File: src/rtl/sac_ram.sv
// generic simple dual-port ram with registered read
`timescale 1ns / 1ps

module sac_ram #(
    parameter int WIDTH = 8,
    parameter int DEPTH = 64,
    localparam int AW = (DEPTH > 1) ? $clog2(DEPTH) : 1
) (
    input  logic             clk,
    input  logic             we,
    input  logic [AW-1:0]    waddr,
    input  logic [WIDTH-1:0] wdata,
    input  logic [AW-1:0]    raddr,
    output logic [WIDTH-1:0] rdata
);

    logic [WIDTH-1:0] mem [DEPTH];

    always_ff @(posedge clk)
    begin
        if (we)
        begin
            mem[waddr] <= wdata;
        end
        rdata <= mem[raddr];
    end

endmodule

File: config.mk
export PLATFORM = sky130hd
export DESIGN_NAME = sac_ram
export DESIGN_NICKNAME = d
export VERILOG_FILES = /design/src/rtl/sac_ram.sv
export SDC_FILE = /design/constraint.sdc
export NUM_CORES = 1
export LEC_CHECK = 0
export BUFFER_PORTS_ARGS = -buffer_cell sky130_fd_sc_hd__buf_2
export CAP_MARGIN = 20
export CORE_MARGIN = 3
export CORE_UTILIZATION = 55
export DETAILED_ROUTE_END_ITERATION = 16
export HOLD_SLACK_MARGIN = 0.03
export PLACE_DENSITY = 0.81
export SLEW_MARGIN = 20
export SYNTH_ARGS = -nofsm -noshare
export SYNTH_HDL_FRONTEND = slang
export SYNTH_SLANG_ARGS = --single-unit
File: constraint.sdc
create_clock -name clk -period 2.15 [get_ports clk]
set_input_delay 0.215 -clock clk [delete_from_list [all_inputs] [get_ports clk]]
set_output_delay 0.215 -clock clk [all_outputs]
set_load 0.01 [all_outputs]
# [Yosys cells after proc, flatten, opt, wreduce, memory -nomap -nowiden]
# Memories as Yosys holds them, arrays and structs flattened. A register that Yosys moved wholly into a read port is not among the register bits.
# Cells that the tools add are included.
[classes] mux=2
[op_table] cell="2-to-1 mux 1 bit" count=2
[word_totals] reg_bits=0 mem_bits_rw=512 inputBits=22 wordCells=3 memories=1
[mem_list] memory="mem" words=64 word_bits=8 read_ports=1 rd_ports_with_merged_regs=1 write_ports=1 line="17" text="logic [WIDTH-1:0] mem [DEPTH];"

# [Logic depth before layout (Yosys ltp)]
[logic_depth] ltp_word=2 depth_mapped=9 mapped_depth_nobuf=5

# [Worst setup path after synthesis]
# OpenSTA, ideal clock, no wires.
[synth_timing] path_type="input to register" start="input raddr[1]" end="register rdata[3] (read register of mem)" t_arrival_ps=1755 required_time_ps=2022 slack_ps=267 path_stages=7 cell_sequence="buf_4 > buf_2 > buf_2 > mux4_2 > mux4_2 > o21ai_1 > o41ai_1"
[synth_lines] item="start: declaration" line="13" text="input logic [AW-1:0] raddr,"
[synth_lines] item="end: declaration" line="14" text="output logic [WIDTH-1:0] rdata"

==> run_results.csv <==
group,metric,value,unit
synthesis,ys.flop_type,"edfxtp_1",
placed_design,postPlaceCellArea,21800,µm²
drt,wl_per_cell,28.3,µm
sta,hold_violations,0,
clock_network,post-cts-setup-buffer-count,0,
sta,finalSetupViolations,0,
drt,vias_per_cell,6.41,
grt,grt_use_total,0.241,
sta,worst_slew_pin_slew,694,ps
flow_run,drv_cap,0,
clock_network,cts_buffers,48,
floorplan,core,35800,µm²
grt,grt_pass1_wl,68900,µm
sta,fin_skew,14.1,ps
layout,drive_gt1_frac,0.331,
setup_path,cp.arrival,2520,ps
clock_network,cts_tree,"done",
synthesis,avgSynthCellArea,21.5,µm²
sta,rsz0062_at_grt,"false",
placed_design,gp_congestion,0.839,
clock_network,post_cts_resized,0,
layout,n_fill_cell,2144,
synthesis,synth_edf_count,512,
drt,drc,0,
setup_path,cp_slowest_cell,"mux4_2",
sta,min_period,2090,ps
clock_network,cts_hold_buffers,0,
clock_network,path_clk_slew,60,ps
setup_path,endpoint_kind,"flip-flop",
synthesis,synth_seq_cells,520,
setup_path,cp_max_fo,1,
drt,vias,10300,
setup_path,crit_chain,"mux4_2 > mux2_2 > o221a_2 > nor3_1 > o32ai_1",
setup_path,start_kind,"flip-flop",
setup_path,crit_type,"flip-flop to flip-flop",
sta,period_share,0.970,
clock_network,cts_buffer_depth,3,
grt,antenna_found_initial,3,
clock_network,clock_sinks,520,
sta,fmax,0.479,GHz
synthesis,async_reset_ff_frac,0,
setup_path,r2r_slack,60,ps
synthesis,syn_inst,940,
clock_network,cts-root-buf,"clkbuf_16",
drt,totalWireLength,45600,µm
hold_path,worstHoldStart,"raddr[5]",
hold_path,hp-class,"input pin to flip-flop",
grt,grt_pass1_vias,10800,
floorplan,die_y,197,µm
pwr,ir_worst_vdd,0.660,mV
layout,fin_area,23400,µm²
placed_design,dp_cells,1521,
drt,postRouteAntennaNets,0,
drt,drt_iter0_markers,1368,
synthesis,ys_seq_area_frac,0.770,
pwr,leakage,7.64,nW
floorplan,dieWidth,197,µm
synthesis,syn_nets,962,
placed_design,port-buffer-count,29,
sta,relSlewSlack,0.537,
drt,wl_met2,22700,µm
clock_network,clock_latency,560,ps
setup_path,r2r_start,"mem[16][6]",
pwr,p_per_area,894,nW/µm²
grt,grt_max_degree,43,
drt,wl_met1,16700,µm
placed_design,dp_hpwl,28900,µm
sta,slew_viol_final,0,
floorplan,fp.dieArea,39000,µm²
setup_path,required,2580,ps
clock_network,cts_max_level,2,
synthesis,yosys_warnings,0,
drt,route.met3.wl,4600,µm
layout,final_cells,1610,
floorplan,ios,30,
setup_path,slowest_delay,500,ps
setup_path,critPathTopFamily,"multiplexers",
grt,gr-total-overflow,0,
drt,dr.pass1.iters,5,
setup_path,path_buf_inv,0,
setup_path,crit_start,"mem[16][6]",
floorplan,start_util,0.563,
synthesis,mappedNetlistArea,20200,µm²
layout,syn_to_final_growth,16.1,%
layout,final_nets,1132,
drt,dr.max_layer_used,"met5",
synthesis,yosys.cell_types.count,40,
run_status,status,"finished, final reports clean",
floorplan,num_rows,69,
[layout make-up]
cell class	instances	area, µm²	share of cell area
sequential	520	15500	0.664
multi-input combinational	369	4320	0.184
timing repair buffer	171	1390	0.0593
clock buffer	69	1370	0.0586
tap	461	577	0.0246
clock inverter	19	218	0.00930
antenna	1	2.50	0.000107
[metrics by stage]
stage                     total power (W)  hold slack (ps)  TNS, ps  setup WS, ps   util
after floorplan                    0.0121              314        0           267      -
after detailed placement           0.0126              655     -918          -226  0.609
final                              0.0209              103        0          63.7  0.653
after CTS                          0.0210             67.2        0           107  0.653
after global routing               0.0215              113        0          68.6  0.653
after global placement             0.0126              667     -755          -179  0.609
[path summary, 6_finish.rpt]
path	cells past startpoint	endpoint
worst max-delay path	5	rdata[6]
worst max register to register	5	rdata[6]
worst min register to register	4	rdata[1]
worst min-delay path	3	rdata[0]
[metal layers]
| metal | vias up | track usage |
|---|---|---|
| met4 | 4 | 0.0805 |
| met3 | 122 | 0.0496 |
| met1 | 5295 | 0.329 |
| li1 | 4265 | - |
| met2 | 631 | 0.396 |
| met5 | - | 0 |
[sequential cells by signal (all words and copies together), names as in the netlist]
name   flops
rdata      8
mem      512
[tightest hold or removal path, delay by kind of cell]
family          cells  cell delay (ps)
compound gates      1               60
buf+inv             1              230
simple gates        1              110
[kinds of logic after synthesis]
group           after synthesis  share of synthesized area
flops                       520                      0.770
buf+inv                      51                     0.0157
simple gates                153                     0.0339
mux                         162                      0.159
compound gates               54                     0.0207
[cells in the mapped netlist (all sizes together), types with 2 or more instances]
master	number	area [µm²]
nor2b	14	87.6
nand2b	7	43.8
buf	34	253
nand2	19	71.3
a21oi	3	15.0
o22ai	8	50.1
clkbuf	17	63.8
dfxtp	8	160
o221a	2	22.5
o221ai	8	70.1
nor3	7	35.0
edfxtp	512	15400
mux4	126	2840
mux2	13	146
a211oi	4	30.0
nor2	83	312
nand4	2	12.5
o21a	2	15.0
a22oi	3	22.5
o21ai	4	20.0
nor4	2	12.5
o32ai	2	17.5
a221oi	6	52.6
nand3b	3	22.5
mux2i	23	230
nand3	13	65.1
o41ai	2	17.5
a2111oi	2	17.5
o2111ai	3	26.3
o2bb2ai	3	26.3
[where the power goes]
group | switching (W) | total (W) | internal, W
clock network | 0.00351 | 0.00854 | 0.00502
registers | 0.0000375 | 0.0113 | 0.0112
logic | 0.000663 | 0.00114 | 0.000476
total | 0.00421 | 0.0209 | 0.0167
[layout by cell type (no fill, tap or decap), types with 13 or more instances in the layout]
| cell type | instances |
|---|---|
| clkbuf_16 | 49 |
| buf_12 | 13 |
| nand2_1 | 19 |
| nor2_1 | 83 |
| edfxtp_1 | 512 |
| mux2_2 | 13 |
| buf_4 | 131 |
| buf_2 | 26 |
| nor2b_1 | 14 |
| mux2i_1 | 23 |
| clkbuf_1 | 13 |
| mux4_2 | 126 |
| nand3_1 | 13 |
Note: power is estimated with default switching activity, not from simulation.
