[src/rtl/sac_cdiv.sv]
// divide by a constant: a shift for powers of two, else reciprocal multiply, then remainder
`timescale 1ns / 1ps

module sac_cdiv #(
    parameter int IN_W    = 26,
    parameter int DIVISOR = 64,
    parameter int Q_W     = 20,
    parameter int R_W     = 6
) (
    input  logic            clk,
    input  logic            rst_n,
    input  logic            start,
    input  logic [IN_W-1:0] dividend,
    output logic            busy,
    output logic [Q_W-1:0]  quot,
    output logic [R_W-1:0]  rem
);

    localparam bit POW2 = (DIVISOR & (DIVISOR - 1)) == 0;

    generate
        if (POW2)
        begin : g_shift
            logic [Q_W-1:0] quot_reg;
            logic [R_W-1:0] rem_reg;
            logic           busy_reg;

            always_ff @(posedge clk or negedge rst_n)
            begin
                if (!rst_n)
                begin
                    busy_reg <= 1'b0;
                end
                else
                begin
                    busy_reg <= 1'b0;
                end
            end

            always_ff @(posedge clk)
            begin
                if (start)
                begin
                    quot_reg <= Q_W'(dividend / DIVISOR);
                    rem_reg  <= R_W'(dividend % DIVISOR);
                end
            end

            assign busy = busy_reg;
            assign quot = quot_reg;
            assign rem  = rem_reg;
        end
        else
        begin : g_recip
            localparam int L  = $clog2(DIVISOR);
            localparam int K  = IN_W + L;
            localparam int MW = IN_W + 2;
            localparam int PW = IN_W + MW;
            localparam logic [63:0] MUL =
                ((64'd1 << K) + 64'(DIVISOR) - 64'd1) / 64'(DIVISOR);
            localparam logic [MW-1:0]   MUL_C = MW'(MUL);
            localparam logic [IN_W-1:0] DIV_C = IN_W'(DIVISOR);

            logic [IN_W-1:0] x_reg;
            logic [IN_W-1:0] q_reg;
            logic [R_W-1:0]  r_reg;
            logic            busy_reg;
            logic            phase_reg;
            logic [PW-1:0]   prod;
            logic [IN_W-1:0] back;

            // high part of x * ceil(2^K / DIVISOR) is the exact quotient for any IN_W-bit x
            assign prod = PW'(x_reg) * PW'(MUL_C);
            // remainder is exact modulo 2^IN_W, and it always fits there
            assign back = q_reg * DIV_C;

            always_ff @(posedge clk or negedge rst_n)
            begin
                if (!rst_n)
                begin
                    busy_reg  <= 1'b0;
                    phase_reg <= 1'b0;
                end
                else if (start)
                begin
                    busy_reg  <= 1'b1;
                    phase_reg <= 1'b0;
                end
                else if (busy_reg)
                begin
                    if (phase_reg)
                    begin
                        busy_reg  <= 1'b0;
                        phase_reg <= 1'b0;
                    end
                    else
                    begin
                        phase_reg <= 1'b1;
                    end
                end
            end

            always_ff @(posedge clk)
            begin
                if (start)
                begin
                    x_reg <= dividend;
                end
                else if (busy_reg && !phase_reg)
                begin
                    q_reg <= IN_W'(prod >> K);
                end
                else if (busy_reg && phase_reg)
                begin
                    r_reg <= R_W'(x_reg - back);
                end
            end

            assign busy = busy_reg;
            assign quot = Q_W'(q_reg);
            assign rem  = r_reg;
        end
    endgenerate

endmodule

[config.mk]
export PLATFORM = sky130hd
export DESIGN_NAME = sac_cdiv
export DESIGN_NICKNAME = d
export VERILOG_FILES = /design/src/rtl/sac_cdiv.sv
export SDC_FILE = /design/constraint.sdc
export NUM_CORES = 1
export LEC_CHECK = 0
export BUFFER_PORTS_ARGS = -buffer_cell sky130_fd_sc_hd__buf_2
export CAP_MARGIN = 0
export CORE_MARGIN = 2
export CORE_UTILIZATION = 38
export DETAILED_ROUTE_END_ITERATION = 10
export PLACE_DENSITY_LB_ADDON = 0.05
export SETUP_SLACK_MARGIN = 0.4
export SKIP_CTS_REPAIR_TIMING = 1
export SYNTH_ARGS = -nofsm -noshare
export SYNTH_HDL_FRONTEND = slang
export SYNTH_SLANG_ARGS = --single-unit
[constraint.sdc]
create_clock -name clk -period 0.8 [get_ports clk]
set_input_delay 0.12 -clock clk [delete_from_list [all_inputs] [get_ports clk]]
set_output_delay 0.12 -clock clk [all_outputs]
set_load 0.03 [all_outputs]
Word level (Yosys, flattened, before mapping). Index checks and enable logic that the tools add are counted.

Reduce and logical (&&, ||, !) cells: 0. Multipliers: 0. Bitwise operators: 0. Add/subtract/negate cells: 0. Eq/ne operators: 0. Shift operators: 0. Div/mod/pow operators: 0. Mux-type cells: 0. Order comparisons: 0.

Word-level logic and storage cells: 2. Register bits after elaboration: 26. Input bits: 29. Memories: 0. Bits in writable memories: 0. Memory bits (read-only): 0. Bits in latches: 0.

Depth between registers and ports, before layout.
Depth in word-level cells: 0. Gate-level depth with buffers: 1. Mapped depth without buffers: 0.

Least setup slack after synthesis. No wires, ideal clock.

Path kind: flip-flop to output port. Start point: register g_shift.quot_reg[0] (netlist: quot[0]). End point: output quot[0]. Buffers on the path: 0. Data required time: 0.680 ns. Setup slack: 0.184 ns. Arrival time: 0.496 ns. Cell stages (with the launch flop): 1. Path through: edfxtp_1.

RTL lines: start: declaration (line 24) `logic [Q_W-1:0] quot_reg;`; start signal: assignment (line 44) `quot_reg <= Q_W'(dividend / DIVISOR);`; end: declaration (line 15) `output logic [Q_W-1:0] quot,`.

No word-level cell between the ends.

Final worst setup path.
Start point: register g_shift.rem_reg[2] (netlist: rem[2]). End point: output rem[2].

RTL lines: start: declaration (line 25) `logic [R_W-1:0] rem_reg;`; start signal: assignment (line 45) `rem_reg <= R_W'(dividend % DIVISOR);`; end: declaration (line 16) `output logic [R_W-1:0] rem`.

No word-level cell between the ends.

==> impl_metrics.py <==
metrics = {
    "outcome": {
        "status": "finished with violations",
        "failed_checks": "negative hold slack, negative setup slack",
    },
    "grt": {
        "grt_antenna_before_repair": 0,
        "grt_overflow_total": 0,
        "grt_first_pass_wirelength_mm": 1.82,
        "grt_max_degree": 16,
        "grt_pass1_vias": 408,
        "gr-usage-all-layers": 0.103,
    },
    "synth": {
        "yosysSeqAreaShare": 0.986,
        "yosys_warnings": 0,
        "syn-instance-count": 28,
        "synth.ff_latch_count": 26,
        "netlist_area_um2": 792,
        "syn_nets": 57,
        "synth.distinct_cells": 3,
        "syn_area_per_cell_um2": 28.3,
    },
    "placement": {
        "dpl_worst_slack_ns": 0.0808,
        "place_congestion": 0.653,
        "port_buffers": 53,
    },
    "sta": {
        "grt_setup_unrepaired": "yes",
        "min_period_ns": 0.986,
        "setup_viol": 26,
        "whs_ns": -0.0189,
        "finalCritPeriodShare": 1.23,
        "hold_viol_final": 26,
        "fmax_ghz": 1.01,
        "layout_setup_ws_ns": -0.186,
        "drv_slew": 0,
    },
    "power": {
        "power_density_nw_per_um2": 2070,
        "vdd_drop_max_uv": 1400,
        "p_leak_nw": 0.555,
    },
    "routing": {
        "vias": 457,
        "routed_wl_mm": 1.26,
        "firstDrtPassIters": 2,
        "drc": 0,
        "wl_per_cell_um": 11.1,
        "initialDrtViolationCount": 7,
        "postRouteAntennaNets": 0,
        "vias_per_cell": 4.04,
    },
    "die": {
        "coreArea_um2": 1960,
        "die_h_um": 49.7,
        "rows": 16,
        "die_w_um": 49.7,
        "die-area_um2": 2470,
        "io_pins": 56,
        "start_util": 0.404,
    },
    "clock_tree": {
        "clock_sinks": 26,
        "cts_buffer_depth": 2,
        "path_clk_slew_ns": 0.12,
        "htreeDepth": 1,
        "cts_made_buffers": 3,
        "cts_root_buf": "clkbuf_4",
        "tritoncts": "yes",
    },
    "critical_path": {
        "arrival_ns": 0.87,
        "critPathTopFamily": "flip-flops",
        "cp_data_required_time_ns": 0.68,
        "critical_path.endpoint_type": "output pin",
        "cp-start-kind": "flip-flop",
        "cpPeakStageDelay_ns": 0.41,
        "cp_max_fo": 1,
        "path_cells": "buf_6",
        "cpMaxStageDelayCell": "edfxtp_1",
        "path_class": "flip-flop to output pin",
        "worst-path-buf-inv": 1,
    },
    "flow_run": {
        "drv_cap": 0,
    },
    "worst_hold_path": {
        "min_path_type": "primary input to flip-flop",
    },
    "cells_and_area": {
        "final_layout_size_suffix_gt1_frac": 0.674,
        "fin_nets": 116,
        "syn_to_final_growth_pct": 65.7,
        "n_antenna_cell": 0,
        "largest_register_ffs": 20,
        "post-route-util": 0.669,
        "fill_cells": 159,
        "multi_input_area_um2": 3.75,
        "ff_latch_area_um2": 781,
    },
}
-- per-layer routing --
metal / vias up / wire, um / global-route usage
li1: 225 / - / -
met1: 207 / 444 / 0.110
met2: 23 / 744 / 0.184
met3: 2 / 58 / 0.0182
met4: 0 / 9 / 0.0694
met5: - / 0 / 0
-- synth_stat cells --
master	instances	area, um^2
buf_4	1	7.51
conb_1	1	3.75
edfxtp_1	26	781
-- final timing paths --
check / start / endpoint / slack [ns] / depth (start not counted)
worst max-delay path: rem[2]$_DFFE_PP_ / rem[2] / -0.19 / 1
worst min-delay path: dividend[4] / rem[4]$_DFFE_PP_ / -0.02 / 1
-- cells in the final DEF (no fill, tap or decap), drive strengths merged --
cell and instances:
buf 55, edfxtp 26, clkbuf 3, conb 1
clkinv 1
-- report_power, final --
part	internal [mW]	total, mW	leakage [nW]	switching [mW]
sequential	1.62	1.66	0.254	0.0446
combinational	0.252	0.547	0.286	0.295
clock	0.182	0.513	0.0154	0.331
-- kinds of logic after synthesis --
kind of cell	count (synthesis)	share of synthesized area
other	1	0.00473
flip-flops	26	0.986
buffers and inverters	1	0.00948
-- cell type report --
cell class                      instances  share of cell area
Clock inverter                          1             0.00286
Tap cell                               27              0.0257
Timing Repair Buffer                   55               0.357
Multi-Input combinational cell          1             0.00286
Sequential cell                        26               0.595
Clock buffer                            3              0.0172
-- per-stage QoR --
stage	std cells	power, mW	instance area [um^2]	setup TNS (ns)
after floorplan	28	1.91	792	0
after global placement	109	2.09	1120	0
after detailed placement	109	2.10	1120	0
after CTS	113	2.62	1150	-5.15
after global routing	113	2.84	1310	-5.76
final	113	2.72	1310	-4.43
No activity file was read; power rests on OpenSTA's default activity.
